**src/hw/rtl/mcrt_pkg.sv**
```systemverilog
// Shared types, codes and helpers for the multicast address refcount table.
// No dependencies; every other file of the block imports this package.
package mcrt_pkg;

	localparam int ADDR_W     = 64;
	localparam int REFS_W     = 16;
	localparam int CNT_W      = 7;
	localparam int CFG_IDX_W  = 2;
	localparam int CFG_DATA_W = 4;

	localparam logic [REFS_W-1:0] REFS_MAX = '1;

	// request kinds; any other code is a lookup
	localparam logic [1:0] KIND_ADD    = 2'd0;
	localparam logic [1:0] KIND_REMOVE = 2'd1;

	localparam logic [1:0] STATUS_OK    = 2'd0;
	localparam logic [1:0] STATUS_UNSUP = 2'd1;
	localparam logic [1:0] STATUS_FULL  = 2'd2;

	localparam logic [1:0] EVENT_NONE    = 2'd0;
	localparam logic [1:0] EVENT_ENABLE  = 2'd1;
	localparam logic [1:0] EVENT_DISABLE = 2'd2;

	localparam logic [CFG_IDX_W-1:0] CFG_ADDR_BYTES = 2'd0;
	localparam logic [CFG_IDX_W-1:0] CFG_MC_EN      = 2'd1;

	typedef struct packed {
		logic [1:0]        kind;
		logic [3:0]        client;
		logic [ADDR_W-1:0] address;
	} req_t;

	typedef struct packed {
		logic [1:0]        status;
		logic [1:0]        filter_event;
		logic [ADDR_W-1:0] filter_address;
		logic              lookup_active;
		logic [CNT_W-1:0]  active_count;
		logic [CNT_W-1:0]  client_count;
	} rsp_t;

	typedef struct packed {
		logic [ADDR_W-1:0] addr;
		logic [REFS_W-1:0] refs;
	} ent_t;

	typedef enum logic [1:0] {
		ST_IDLE,
		ST_SCAN,
		ST_UPDATE
	} state_t;

	// byte mask for the compared part of an address; 0 acts as 1, above 8 as 8
	function automatic logic [ADDR_W-1:0] addr_mask(input logic [3:0] nbytes);
		logic [3:0]        n;
		logic [ADDR_W-1:0] m;
		n = (nbytes == 4'd0) ? 4'd1 : nbytes;
		for (int b = 0; b < ADDR_W / 8; b++)
			m[b*8 +: 8] = (4'(b) < n) ? 8'hFF : 8'h00;
		return m;
	endfunction

endpackage

```
**src/hw/rtl/mcrt_client_ram.sv**
```systemverilog
// Per-client subscription bitmap and subscription count, one row per client.
// Valid flops make unwritten rows read as zero. Uses mcrt_pkg.
module mcrt_client_ram
	import mcrt_pkg::*;
#(
	parameter int DEPTH = 16,
	parameter int IDX_W = 4,
	parameter int BITS  = 64
) (
	input  logic             clk,
	input  logic             arst_n,
	input  logic             we,
	input  logic [IDX_W-1:0] waddr,
	input  logic [BITS-1:0]  wbits,
	input  logic [CNT_W-1:0] wcount,
	input  logic [IDX_W-1:0] raddr,
	output logic [BITS-1:0]  rbits,
	output logic [CNT_W-1:0] rcount
);

	logic [CNT_W+BITS-1:0] mem [DEPTH];
	logic [DEPTH-1:0]      vld_q;
	logic [CNT_W+BITS-1:0] rdata_q;
	logic                  rvld_q;

	always_ff @(posedge clk or negedge arst_n) begin
		if (!arst_n) begin
			vld_q  <= '0;
			rvld_q <= 1'b0;
		end else begin
			if (we)
				vld_q[waddr] <= 1'b1;
			rvld_q <= vld_q[raddr];
		end
	end

	always_ff @(posedge clk) begin
		if (we)
			mem[waddr] <= {wcount, wbits};
		rdata_q <= mem[raddr];
	end

	assign rbits  = rvld_q ? rdata_q[BITS-1:0] : '0;
	assign rcount = rvld_q ? rdata_q[CNT_W+BITS-1:BITS] : '0;

endmodule

```
**config.mk**
```make
export PLATFORM = sky130hd
export DESIGN_NAME = mcrt_client_ram
export DESIGN_NICKNAME = d
export VERILOG_FILES = /design/src/hw/rtl/mcrt_pkg.sv /design/src/hw/rtl/mcrt_client_ram.sv
export SDC_FILE = /design/constraint.sdc
export NUM_CORES = 1
export LEC_CHECK = 0
export ABC_AREA = 1
export BUFFER_PORTS_ARGS = -buffer_cell sky130_fd_sc_hd__clkbuf_2
export CAP_MARGIN = 20
export CORE_UTILIZATION = 30
export DETAILED_ROUTE_END_ITERATION = 12
export REMOVE_ABC_BUFFERS = 1
export SLEW_MARGIN = 20
export SYNTH_ARGS = -nofsm -noshare
export SYNTH_HDL_FRONTEND = slang
export SYNTH_SLANG_ARGS = --single-unit
```
**constraint.sdc**
```tcl
create_clock -name clk -period 1.3 [get_ports clk]
set_input_delay 0.13 -clock clk [delete_from_list [all_inputs] [get_ports clk]]
set_output_delay 0.13 -clock clk [all_outputs]
set_load 0.01 [all_outputs]
```
==> flow_metrics.py <==
metrics = {
    "critical_path": {
        "rr_worst_depth": 6,
        "critPathSlowestCell": "dfrtp_4",
        "crit_required_ns": 1.17,
        "critPathCaptureType": "output port",
        "crit_fanout": 7,
        "cp_slowest_stage_delay_ns": 0.50,
        "worstPathArrival_ns": 1.85,
        "startpoint_type": "flop",
        "path_cells": "buf_12 -> buf_16 -> nand2_4 -> inv_2 -> buf_6",
        "critical_path_class": "reg -> out",
    },
    "sta": {
        "final-max-slew-violation-count": 0,
        "grt_setup_unrepaired": "true",
        "final.setup_skew_ns": 0.01614,
        "finalHoldViolations": 0,
        "worst_slew_pin_slew_ns": 0.4609,
        "maxSlewHeadroom_pct": 69.28,
        "fin_crit_sh_pct": 152.0,
        "fin_ws_ns": -0.6760,
        "min_period_ns": 1.976,
        "fmax_ghz": 0.5061,
        "finalSetupViolations": 71,
    },
    "global_route": {
        "grt_usage_pct": 15.42,
        "grt_pass1_vias": 33109,
        "gr-total-overflow": 0,
        "antenna_found_initial": 15,
        "grt_pass1_wl_um": 204400,
        "grt_max_degree": 51,
    },
    "die": {
        "die_w_um": 416.4,
        "coreArea_mm2": 0.1698,
        "die_y_um": 416.4,
        "initial_core_util_pct": 30.33,
        "rows": 151,
        "ios": 153,
        "dieArea_mm2": 0.1734,
    },
    "logic_synthesis": {
        "syn_inst": 4901,
        "synth_cell_types": 16,
        "ys_seq_elements": 1224,
        "yosysWarnings": 0,
        "syn_area_per_cell_um2": 10.51,
        "seq_area_frac_synth_pct": 69.81,
        "synth_area_mm2": 0.05151,
    },
    "routing": {
        "wl_per_cell_um": 17.80,
        "drtAntennaViolNets": 0,
        "vias_per_cell": 4.488,
        "vias": 34415,
        "drt_iter0_drc": 2893,
        "post-route-drc-count": 0,
        "dr.pass1.iters": 5,
        "wirelength_um": 136500,
    },
    "layout": {
        "drive_gt1_share_pct": 14.04,
        "most-common-layout-cells": "nand2_1 (1,546), edfxtp_1 (1,136), inv_1 (912)",
        "final_cell_area_mm2": 0.06375,
        "n_fill_cell": 16134,
        "syn_to_final_growth_pct": 23.76,
        "multi_input_area_mm2": 0.01083,
        "final_common_cell": "nand2_1",
        "nNetsFinal": 5433,
        "layout.area.seq_mm2": 0.03596,
    },
    "status": {
        "status": "finished with violations",
        "failed_checks": "setup timing",
    },
    "clock_tree": {
        "cts_made_buffers": 113,
        "cts-root-buf": "clkbuf_16",
        "cts_buffer_depth": 3,
        "cts_tree": "done",
        "clk_pin_slew_ns": 0.06,
        "htreeDepth": 3,
        "cts_sinks": 1224,
        "worstSkewPairLatency_ns": 0.74,
    },
    "min_path": {
        "hold-path-cell-count": 5,
        "hold_class": "in -> reg",
    },
    "place": {
        "gp_congestion": 0.7880,
        "portBuffers": 152,
        "place_hpwl_um": 84110,
        "dpl_cell_area_mm2": 0.05829,
    },
    "power": {
        "finalPower_mw": 84.91,
        "p_leak_nw": 27.45,
        "p_per_area_mw_per_mm2": 1332,
        "peakVddDrop_mv": 1.030,
    },
    "job": {
        "drv_cap": 0,
    },
}
-- worst paths after layout --
path,from,to,slack [ns]
max in group asynchronous,arst_n,rvld_q,0.47
min in group asynchronous,arst_n,vld_q[15],0.48
hold reg to reg,vld_q[14],vld_q[14],0.46
setup reg to reg,mem[5][11],rdata_q[11],0.26
hold / removal,waddr[2],vld_q[15],0.03
setup / recovery,rvld_q,rcount[1],-0.68
-- metal layers --
metal	track usage (%)	wire length [um]	up-vias
met5	0	167	-
met3	2.296	7013	200
li1	-	-	16636
met4	4.597	3142	22
met2	26.01	66550	894
met1	20.43	59600	16663
-- repair_timing --
| action | CTS | global route |
|---|---|---|
| setup buffers | 2 | 9 |
| hold buffers | 82 | 1 |
| endpoints found under the setup margin | 71 | 437 |
| gates resized for setup | 80 | 118 |
| pin swaps | 0 | 7 |
| gates cloned | 3 | 6 |
| hold endpoints to repair | 1213 | 17 |
-- synth_stat cells --
| master | number | share of area (%) |
|---|---|---|
| buf_2 | 111 | 1.1 |
| nor2_1 | 18 | 0.13 |
| buf_6 | 49 | 1.1 |
| inv_6 | 1 | 0.017 |
| nand3_1 | 868 | 8.4 |
| inv_2 | 2 | 0.015 |
| buf_1 | 16 | 0.12 |
| edfxtp_1 | 1136 | 66 |
| clkbuf_1 | 34 | 0.25 |
| inv_1 | 942 | 6.9 |
| dfxtp_1 | 71 | 2.8 |
| nand2_1 | 1585 | 12 |
| buf_4 | 34 | 0.50 |
| inv_4 | 1 | 0.012 |
| dfrtp_1 | 17 | 0.83 |
| o21ai_0 | 16 | 0.16 |
-- sequential cells by signal, indices dropped and copies added (netlist names) --
| register | flops |
|---|---|
| mem | 1136 |
| rdata_q | 71 |
| vld_q | 16 |
| rvld_q | 1 |
-- cells by family (layout without fill, tap and decap cells) --
group                  Yosys count  count (layout)  share of synthesized area, %
AO/OA/AOI/OAI                   16              16                        0.1555
buffers and inverters         1190            1738                         9.918
flip-flops                    1224            1224                         69.81
other                            0               2                             0
AND/OR/NAND/NOR               2471            2471                         20.12
-- where the power goes --
part	internal, mW	switching, mW
combinational	2.76	4.37
sequential	44.0	0.405
clock	18.7	14.7
-- through the flow --
stage / hold slack (ns) / util, % / setup TNS, ns / setup slack, ns / cells
finish: 0.02829 / 37.53 / -45.45 / -0.6760 / 7669
global route: 0.07307 / 37.53 / -48.82 / -0.7286 / 7668
CTS: 0.002405 / 37.20 / -48.76 / -0.7261 / 7654
detailed placement: 0.09720 / 34.32 / -154.05 / -0.2600 / 7354
global placement: 0.08141 / 34.32 / -169.60 / -0.2812 / 7354
floorplan: -0.1656 / - / -2996.82 / -2.552 / 4657
-- cell type report --
type                    count  share of cell area, %
diodes                      2               0.007851
repair buffers            579                  10.72
clock inverters            66                 0.9166
well taps                2218                  4.353
inverters                 946                  5.655
multi-input cells        2487                  16.99
flip-flops and latches   1224                  56.42
clock buffers             147                  4.940
-- worst max-delay path: cells and delay by family, from the launching register on --
kind,cells,cell delay (ns)
flip-flops,1,0.50
AND/OR/NAND/NOR,1,0.09
buffers and inverters,4,0.48
Power figures use the tool's default switching activity.
